===== src/design/fjst_pkg.sv =====
`timescale 1ns / 1ps
// Shared types and constants of the fork/join slot table.
// No dependencies; imported by fork_join_slot_table_unit and fjst_free_map.
package fjst_pkg;

    // Fixed widths of the item fields.
    localparam int OP_W    = 1;
    localparam int IDX_W   = 6;
    localparam int TAG_W   = 16;
    localparam int JOB_W   = 32;
    localparam int STAT_W  = 2;

    // Parameter defaults.
    localparam int SLOTS_DEF      = 64;
    localparam int OWNER_BITS_DEF = 16;
    localparam int JOB_BITS_DEF   = 32;

    typedef enum logic [OP_W-1:0] {
        OP_ALLOC  = 1'b0,
        OP_ARRIVE = 1'b1
    } t_op;

    typedef enum logic [STAT_W-1:0] {
        ST_ALLOC   = 2'd0,
        ST_FULL    = 2'd1,
        ST_LEAVE   = 2'd2,
        ST_RELEASE = 2'd3
    } t_status;

    // Update request for the free-slot map.
    typedef struct packed {
        logic claim;    // clear the free bit of the lowest free slot
        logic vacate;   // set the free bit of the named slot
    } t_free_cmd;

endpackage


===== src/design/fork_join_slot_table_unit.sv =====
`timescale 1ns / 1ps
// Top level of the fork/join slot table.
// Depends on fjst_pkg, fjst_ram and fjst_free_map.
//
// Usage
//   Input channel: an item (operation, slot_index, owner_tag, side,
//   job_handle) is taken at a rising edge with start high and busy low.
//   Output channel: one result per item (status, slot_out, job_out) sits on
//   the o_ ports for exactly one cycle, marked by o_done. The receiver
//   cannot stall; every result must be taken in its cycle.
//   Flow: the accepting edge starts the synchronous read of the slot RAM and
//   loads the item registers; in S_EXEC the block checks, writes back and
//   registers the result. busy is high only in S_EXEC, so no new item is
//   taken before the last one is through, but a new item can be taken in
//   the cycle the previous result is shown.
//   Reset (synchronous, active low): every slot is free. Only the free
//   bitmap is cleared; RAM words are used only for slots an allocate has
//   written, so no clearing pass is needed.
//   slot_index addresses only the low 64 slots; an arrive beyond SLOTS
//   gives leave.
module fork_join_slot_table_unit #(
    parameter int SLOTS      = fjst_pkg::SLOTS_DEF,
    parameter int OWNER_BITS = fjst_pkg::OWNER_BITS_DEF,
    parameter int JOB_BITS   = fjst_pkg::JOB_BITS_DEF
) (
    input  logic                         i_clk,
    input  logic                         i_rst_n,
    input  logic                         start,
    output logic                         busy,
    input  logic [fjst_pkg::OP_W-1:0]    i_operation,
    input  logic [fjst_pkg::IDX_W-1:0]   i_slot_index,
    input  logic [fjst_pkg::TAG_W-1:0]   i_owner_tag,
    input  logic                         i_side,
    input  logic [fjst_pkg::JOB_W-1:0]   i_job_handle,
    output logic                         o_done,
    output logic [fjst_pkg::STAT_W-1:0]  o_status,
    output logic [fjst_pkg::IDX_W-1:0]   o_slot_out,
    output logic [fjst_pkg::JOB_W-1:0]   o_job_out
);
    import fjst_pkg::*;

    localparam int AW = $clog2(SLOTS);
    // RAM word: {half, first_side, owner, job}
    localparam int WORD_W   = 2 + OWNER_BITS + JOB_BITS;
    localparam int HALF_BIT = WORD_W - 1;
    localparam int SIDE_BIT = WORD_W - 2;

    typedef enum logic {
        S_IDLE,
        S_EXEC
    } t_state;

    t_state r_state;

    // Item held across the read cycle
    t_op                  r_op;
    logic [AW-1:0]        r_idx;
    logic                 r_idx_ok;
    logic [OWNER_BITS-1:0] r_owner;
    logic                 r_side;
    logic [JOB_BITS-1:0]  r_job;

    // Result registers
    logic                 r_done;
    t_status              r_status;
    logic [IDX_W-1:0]     r_slot_out;
    logic [JOB_W-1:0]     r_job_out;

    t_status              n_status;
    logic [IDX_W-1:0]     n_slot_out;
    logic [JOB_W-1:0]     n_job_out;

    logic                 accept;
    logic                 wr_en;
    logic [AW-1:0]        wr_addr;
    logic [WORD_W-1:0]    wr_data;
    logic [WORD_W-1:0]    rd_data;

    t_free_cmd            free_cmd;
    logic                 found;
    logic [AW-1:0]        first_idx;
    logic                 query_free;

    logic                 rd_half;
    logic                 rd_side;
    logic [OWNER_BITS-1:0] rd_owner;
    logic [JOB_BITS-1:0]  rd_job;
    logic                 hit;

    assign accept = start && !busy;
    assign busy   = (r_state == S_EXEC);

    fjst_ram #(
        .WIDTH (WORD_W),
        .DEPTH (SLOTS)
    ) u_slot_ram (
        .i_clk     (i_clk),
        .i_wr_en   (wr_en),
        .i_wr_addr (wr_addr),
        .i_wr_data (wr_data),
        .i_rd_en   (accept),
        .i_rd_addr (AW'(i_slot_index)),
        .o_rd_data (rd_data)
    );

    fjst_free_map #(
        .SLOTS (SLOTS)
    ) u_free_map (
        .i_clk         (i_clk),
        .i_rst_n       (i_rst_n),
        .i_cmd         (free_cmd),
        .i_release_idx (r_idx),
        .i_query_idx   (r_idx),
        .o_found       (found),
        .o_first_idx   (first_idx),
        .o_query_free  (query_free)
    );

    assign rd_half  = rd_data[HALF_BIT];
    assign rd_side  = rd_data[SIDE_BIT];
    assign rd_owner = rd_data[JOB_BITS +: OWNER_BITS];
    assign rd_job   = rd_data[JOB_BITS-1:0];

    // Arrive addresses a live slot with the right owner
    assign hit = r_idx_ok && !query_free && (rd_owner == r_owner);

    // Check and write-back, active in S_EXEC only
    always_comb begin
        n_status      = ST_LEAVE;
        n_slot_out    = '0;
        n_job_out     = '0;
        wr_en         = 1'b0;
        wr_addr       = r_idx;
        wr_data       = {1'b0, 1'b0, r_owner, r_job};
        free_cmd      = '0;
        if (r_state == S_EXEC) begin
            case (r_op)
                OP_ALLOC: begin
                    if (found) begin
                        n_status      = ST_ALLOC;
                        n_slot_out    = IDX_W'(first_idx);
                        wr_en         = 1'b1;
                        wr_addr       = first_idx;
                        free_cmd.claim = 1'b1;
                    end else begin
                        n_status = ST_FULL;
                    end
                end
                OP_ARRIVE: begin
                    if (hit && !rd_half) begin
                        // first arrival: record side, keep owner and job
                        wr_en   = 1'b1;
                        wr_data = {1'b1, r_side, rd_owner, rd_job};
                    end else if (hit && (rd_side != r_side)) begin
                        // other side arrived: free slot, hand back the job
                        n_status        = ST_RELEASE;
                        n_job_out       = JOB_W'(rd_job);
                        free_cmd.vacate = 1'b1;
                    end
                end
                default: begin
                    n_status = ST_LEAVE;
                end
            endcase
        end
    end

    always_ff @(posedge i_clk) begin
        if (!i_rst_n) begin
            r_state <= S_IDLE;
            r_done  <= 1'b0;
        end else begin
            r_done <= 1'b0;
            case (r_state)
                S_IDLE: begin
                    if (accept) begin
                        r_op     <= t_op'(i_operation);
                        r_idx    <= AW'(i_slot_index);
                        r_idx_ok <= (32'(i_slot_index) < 32'(SLOTS));
                        r_owner  <= OWNER_BITS'(i_owner_tag);
                        r_side   <= i_side;
                        r_job    <= JOB_BITS'(i_job_handle);
                        r_state  <= S_EXEC;
                    end
                end
                S_EXEC: begin
                    r_done     <= 1'b1;
                    r_status   <= n_status;
                    r_slot_out <= n_slot_out;
                    r_job_out  <= n_job_out;
                    r_state    <= S_IDLE;
                end
                default: begin
                    r_state <= S_IDLE;
                end
            endcase
        end
    end

    assign o_done     = r_done;
    assign o_status   = r_status;
    assign o_slot_out = r_slot_out;
    assign o_job_out  = r_job_out;

    a_done_after_exec: assert property (@(posedge i_clk) disable iff (!i_rst_n)
        o_done |-> $past(r_state == S_EXEC))
        else $error("result strobe without an item");

    a_accept_busy: assert property (@(posedge i_clk) disable iff (!i_rst_n)
        accept |=> (busy && !o_done) ##1 (o_done && !busy))
        else $error("item did not finish in two cycles");

    a_job_only_release: assert property (@(posedge i_clk) disable iff (!i_rst_n)
        (o_done && (o_status != ST_RELEASE)) |-> (o_job_out == '0))
        else $error("job out on non-release result");

    a_slot_only_alloc: assert property (@(posedge i_clk) disable iff (!i_rst_n)
        (o_done && (o_status != ST_ALLOC)) |-> (o_slot_out == '0))
        else $error("slot out on non-allocate result");

endmodule


===== src/design/fjst_ram.sv =====
`timescale 1ns / 1ps
// Generic single-clock RAM, one write and one read port, registered read.
// No dependencies.
module fjst_ram #(
    parameter int WIDTH = 8,
    parameter int DEPTH = 64
) (
    input  logic                     i_clk,
    input  logic                     i_wr_en,
    input  logic [$clog2(DEPTH)-1:0] i_wr_addr,
    input  logic [WIDTH-1:0]         i_wr_data,
    input  logic                     i_rd_en,
    input  logic [$clog2(DEPTH)-1:0] i_rd_addr,
    output logic [WIDTH-1:0]         o_rd_data
);

    logic [WIDTH-1:0] r_mem [DEPTH];
    logic [WIDTH-1:0] r_rd_data;

    always_ff @(posedge i_clk) begin
        if (i_wr_en) begin
            r_mem[i_wr_addr] <= i_wr_data;
        end
        if (i_rd_en) begin
            r_rd_data <= r_mem[i_rd_addr];
        end
    end

    assign o_rd_data = r_rd_data;

endmodule


===== src/design/fjst_free_map.sv =====
`timescale 1ns / 1ps
// Free-slot bitmap with lowest-free priority encoder.
// Depends on fjst_pkg.
module fjst_free_map #(
    parameter int SLOTS = fjst_pkg::SLOTS_DEF
) (
    input  logic                     i_clk,
    input  logic                     i_rst_n,
    input  fjst_pkg::t_free_cmd      i_cmd,
    input  logic [$clog2(SLOTS)-1:0] i_release_idx,
    input  logic [$clog2(SLOTS)-1:0] i_query_idx,
    output logic                     o_found,
    output logic [$clog2(SLOTS)-1:0] o_first_idx,
    output logic                     o_query_free
);
    import fjst_pkg::*;

    localparam int AW = $clog2(SLOTS);

    logic [SLOTS-1:0] r_free;
    logic [SLOTS-1:0] n_free;
    logic [AW-1:0]    first;

    // Lowest set bit wins.
    always_comb begin
        first = '0;
        for (int i = SLOTS - 1; i >= 0; i--) begin
            if (r_free[i]) begin
                first = AW'(i);
            end
        end
    end

    assign o_found      = |r_free;
    assign o_first_idx  = first;
    assign o_query_free = (32'(i_query_idx) < 32'(SLOTS)) ? r_free[i_query_idx] : 1'b1;

    always_comb begin
        n_free = r_free;
        if (i_cmd.claim && o_found) begin
            n_free[first] = 1'b0;
        end
        if (i_cmd.vacate && (32'(i_release_idx) < 32'(SLOTS))) begin
            n_free[i_release_idx] = 1'b1;
        end
    end

    always_ff @(posedge i_clk) begin
        if (!i_rst_n) begin
            r_free <= '1;
        end else begin
            r_free <= n_free;
        end
    end

    // A claimed slot is no longer free on the next cycle.
    a_claim_clears: assert property (@(posedge i_clk) disable iff (!i_rst_n)
        (i_cmd.claim && o_found && !i_cmd.vacate) |=> !r_free[$past(first)])
        else $error("claimed slot still free");

    // Claim and vacate never meet in one cycle: one item at a time.
    a_one_cmd: assert property (@(posedge i_clk) disable iff (!i_rst_n)
        !(i_cmd.claim && i_cmd.vacate))
        else $error("claim and vacate together");

endmodule


===== config.mk =====
export PLATFORM = sky130hd
export DESIGN_NAME = fork_join_slot_table_unit
export DESIGN_NICKNAME = d
export VERILOG_FILES = /design/src/design/fjst_pkg.sv /design/src/design/fork_join_slot_table_unit.sv /design/src/design/fjst_ram.sv /design/src/design/fjst_free_map.sv
export SDC_FILE = /design/constraint.sdc
export NUM_CORES = 2
export LEC_CHECK = 0
export ABC_AREA = 1
export BUFFER_PORTS_ARGS = -buffer_cell sky130_fd_sc_hd__buf_2
export CELL_PAD_IN_SITES_DETAIL_PLACEMENT = 0
export CELL_PAD_IN_SITES_GLOBAL_PLACEMENT = 2
export CORE_MARGIN = 2
export CORE_UTILIZATION = 45
export CTS_CLUSTER_SIZE = 30
export DETAILED_ROUTE_END_ITERATION = 16
export GPL_TIMING_DRIVEN = 0
export HOLD_SLACK_MARGIN = 0.15
export PLACE_DENSITY_LB_ADDON = 0.1
export SYNTH_ARGS = -nofsm -noshare
export SYNTH_HDL_FRONTEND = slang
export SYNTH_SLANG_ARGS = --single-unit

===== constraint.sdc =====
create_clock -name i_clk -period 7.6 [get_ports i_clk]
set_clock_uncertainty 0.15 [all_clocks]
set_input_delay 0.38 -clock i_clk [delete_from_list [all_inputs] [get_ports i_clk]]
set_output_delay 0.38 -clock i_clk [all_outputs]
set_load 0.01 [all_outputs]

==> impl_metrics.yaml <==
detailed_routing:
  detail_route.first_pass.iterations: 9
  detailedRoute.firstIterationViolations: 19600
  routed-via-count: 102000
  wirelength_um: 632000
  routed_wire_length_per_instance_um: 40.7
  antenna_left: 0
  drcViolationCount: 0
  drt-vias-per-instance: 6.55
sta:
  timing.final.crit_share_pct: 102
  hold_viol_final: 0
  fin_ws_ns: -0.140
  final_max_slew_violation_count: 88
  time_the_final_worst_path_needs_with_i_o_delays_and_setup_ns: 7.74
  rsz0062_at_grt: "no"
  fmax_mhz: 129
  maxSlewHeadroom_pct: -14.4
  worst-slew-pin-transition_ns: 1.72
  count_of_endpoints_failing_setup_in_the_final_report: 2
cts:
  clockRootBuffer: "sky130_fd_sc_hd__clkbuf_16"
  insertion_delay_ns: 0.98
  cts_setup_buffers: 0
  clock_edge_transition_at_the_registers_on_the_reported_setup_and_hold_paths_ns: 0.06
  cts_tree: "done"
  cts_inserted_buffers: 366
  htree_levels: 5
  num_clock_sinks: 3412
  cts_buffer_depth: 4
finish:
  stdcell_area_um2: 160000
  flow.area_growth_from_synthesis_pct: 19.6
  final_core_util_pct: 54.0
  highest_count_cells_in_the_layout_ignoring_fill_and_taps: "sky130_fd_sc_hd__edfxtp_1, sky130_fd_sc_hd__nor2_1, sky130_fd_sc_hd__o21ai_0"
  fin_nets: 11300
  layoutNonFillerInstCount: 15500
  layout-drive-gt1-share_pct: 9.72
  most_frequent_standard_cell_in_the_layout_excluding_fill_and_tap_cells: "sky130_fd_sc_hd__edfxtp_1"
setup_path:
  cp_common_cell: "sky130_fd_sc_hd__clkbuf_1"
  crit_family: "buffers and inverters"
  timing.critical_path.buf_inv: 6
  critPathSlowestCell: "sky130_fd_sc_hd__clkbuf_1"
  setup.worst_path.class: "primary input to flop"
  timing.critical_path.arrival_ns: 8.20
  path_cells: "buf_2 > clkbuf_1 > clkbuf_2 > clkbuf_1 > clkbuf_1 > clkbuf_1 > o21ai_0 > o22ai_1 > o21ai_0 > o32ai_1 > nor2_1 > o22ai_1"
  endpoint_kind: "flop"
  timing.critical_path.required_ns: 8.06
  critical_path.max_fanout: 10
  timing.critical_path.from_type: "primary input"
  cpPeakStageDelay_ns: 1.13
yosys:
  async_flop_share_pct: 0
  netlist_instances: 10400
  yosys_register_bits: 3412
  synth_enable_flop_cells: 3346
  yosys.cell_types.count: 36
  synth_seq_area_share_pct: 76.1
  synth-warning-count: 0
  synthesis.area_per_instance_um2: 12.9
  synth.cell_area_um2: 134000
  yosys_most_used_dff: "sky130_fd_sc_hd__edfxtp_1"
  syn-num-nets: 10400
power:
  totalPowerFinal_mw: 41.8
  seq_power_share_pct: 49.4
  power.switching_fraction_pct: 24.5
  p_comb_share_pct: 7.7
  total_power_divided_by_cell_area_nw_per_um2: 261
  worst_ir_drop_vdd_v: 0.000197
  p_int_mw: 31.6
  cellLeakagePower_nw: 51.3
  power.switching_mw: 10.3
  power.clock.fraction_pct: 42.9
floorplanning:
  design.core.area_um2: 296000
  fp.dieArea_um2: 302000
  die_height_um: 549
  starting_density_of_the_core_pct: 45.2
  io_pins: 101
  fp.dieW_um: 549
  placementRows: 200
outcome:
  outcome: "complete, but fails checks"
  violations: "capacitance limit, slew limit, setup timing"
placement:
  placed_area_um2: 147000
  place_hpwl_um: 458000
  gp_routability_congestion: 1.03
  port-buffer-count: 99
  dp.cells: 14700
global_route:
  first_global_vias: 91700
  gr-total-overflow: 0
  grt.total_usage_pct: 41.0
  grt_max_degree: 65
  number_of_antenna_violations_at_the_first_check_in_global_routing: 88
  grt_first_pass_wirelength_um: 824000
job:
  drv.max_cap_violation_count: 10
min_path:
  timing.hold.worst.class: "primary input to flop"
stage by stage:
stage          setup WS, ns  setup TNS [ns]  hold WS (ns)
2_1_floorplan          1.43               0         0.269
3_3_place_gp          -9.04               -         0.290
3_5_place_dp         -0.456           -3.11         0.295
4_1_cts               0.445               0         0.178
5_1_grt               0.123               0         0.231
6_report             -0.140          -0.205         0.246
Yosys cell counts (17+ instances only):
library cell / instances / share of area [%]
sky130_fd_sc_hd__buf_1: 17 / 0.048
sky130_fd_sc_hd__clkbuf_1: 718 / 2.0
sky130_fd_sc_hd__dfxtp_1: 66 / 0.99
sky130_fd_sc_hd__edfxtp_1: 3346 / 75
sky130_fd_sc_hd__inv_1: 189 / 0.53
sky130_fd_sc_hd__nand2_1: 297 / 0.83
sky130_fd_sc_hd__nand3_1: 78 / 0.29
sky130_fd_sc_hd__nand4_1: 29 / 0.14
sky130_fd_sc_hd__nor2_1: 2340 / 6.6
sky130_fd_sc_hd__nor3_1: 21 / 0.079
sky130_fd_sc_hd__o21ai_0: 2106 / 7.9
sky130_fd_sc_hd__o22ai_1: 996 / 4.7
sky130_fd_sc_hd__o32ai_1: 64 / 0.42
power by group through the flow:
| stage | sequential (mW) | clock, mW | combinational [mW] |
|---|---|---|---|
| finish | 20.7 | 18.0 | 3.21 |
| detailed placement | 21.1 | 0 | 2.97 |
| CTS | 20.7 | 17.9 | 3.02 |
| global placement | 21.2 | 0 | 2.76 |
| floorplan | 21.1 | 0 | 1.20 |
| global route | 20.7 | 18.7 | 3.21 |
area by class of cell:
type / count / area, µm²
Fill cell: 24900 / 136000
Sequential cell: 3412 / 102000
Multi-Input combinational cell: 6004 / 29500
Clock buffer: 440 / 9640
Timing Repair Buffer: 528 / 8380
Tap cell: 3939 / 4930
Buffer: 740 / 2900
Clock inverter: 221 / 2170
Inverter: 194 / 731
Antenna cell: 25 / 62.6
final timing paths:
| check | cells after the start | startpoint | to | slack (ns) |
|---|---|---|---|---|
| setup / recovery | 12 | i_slot_index[0] | u_slot_ram.o_rd_data[49]$_DFFE_PP_ | -0.14 |
| hold / removal | 2 | i_slot_index[5] | r_idx[5]$_DFFE_PP_ | 0.25 |
| setup reg to reg | 16 | r_idx[0]$_DFFE_PP_ | u_slot_ram.r_mem[10][35]$_DFFE_PP_ | 0.33 |
| hold reg to reg | 2 | u_free_map.r_free[4]$_SDFF_PN1_ | u_free_map.r_free[4]$_SDFF_PN1_ | 0.30 |
registers in the layout (all words and copies together) (netlist names), 2 cells and up:
| signal | cells |
|---|---|
| o_job_out | 32 |
| o_slot_out | 6 |
| o_status | 2 |
| r_idx | 6 |
| r_job | 32 |
| r_owner | 16 |
| u_free_map.r_free | 64 |
| u_slot_ram.o_rd_data | 50 |
| u_slot_ram.r_mem | 3200 |
cell families (layout without fill, tap and decap cells):
family                 Yosys count  after routing  share of synthesized area [%]
flip-flops                    3412           3412                           76.1
AO/OA/AOI/OAI                 3209           3209                           13.2
AND/OR/NAND/NOR               2783           2783                           7.99
buffers and inverters          934           2123                           2.63
XOR/XNOR                        12             12                         0.0786
other                            0             25                              0
layer usage:
metal / GRT usage, % / share of wire [%]
met5: 0.0317 / 0.031
met4: 24.9 / 7.3
met3: 12.9 / 15
met2: 59.1 / 42
met1: 54.2 / 36
repair_timing:
item | CTS | global route
resized for setup | 0 | 0
hold endpoints to repair | 199 | 0
hold buffers | 112 | 0
(Power assumes the default switching activity.)
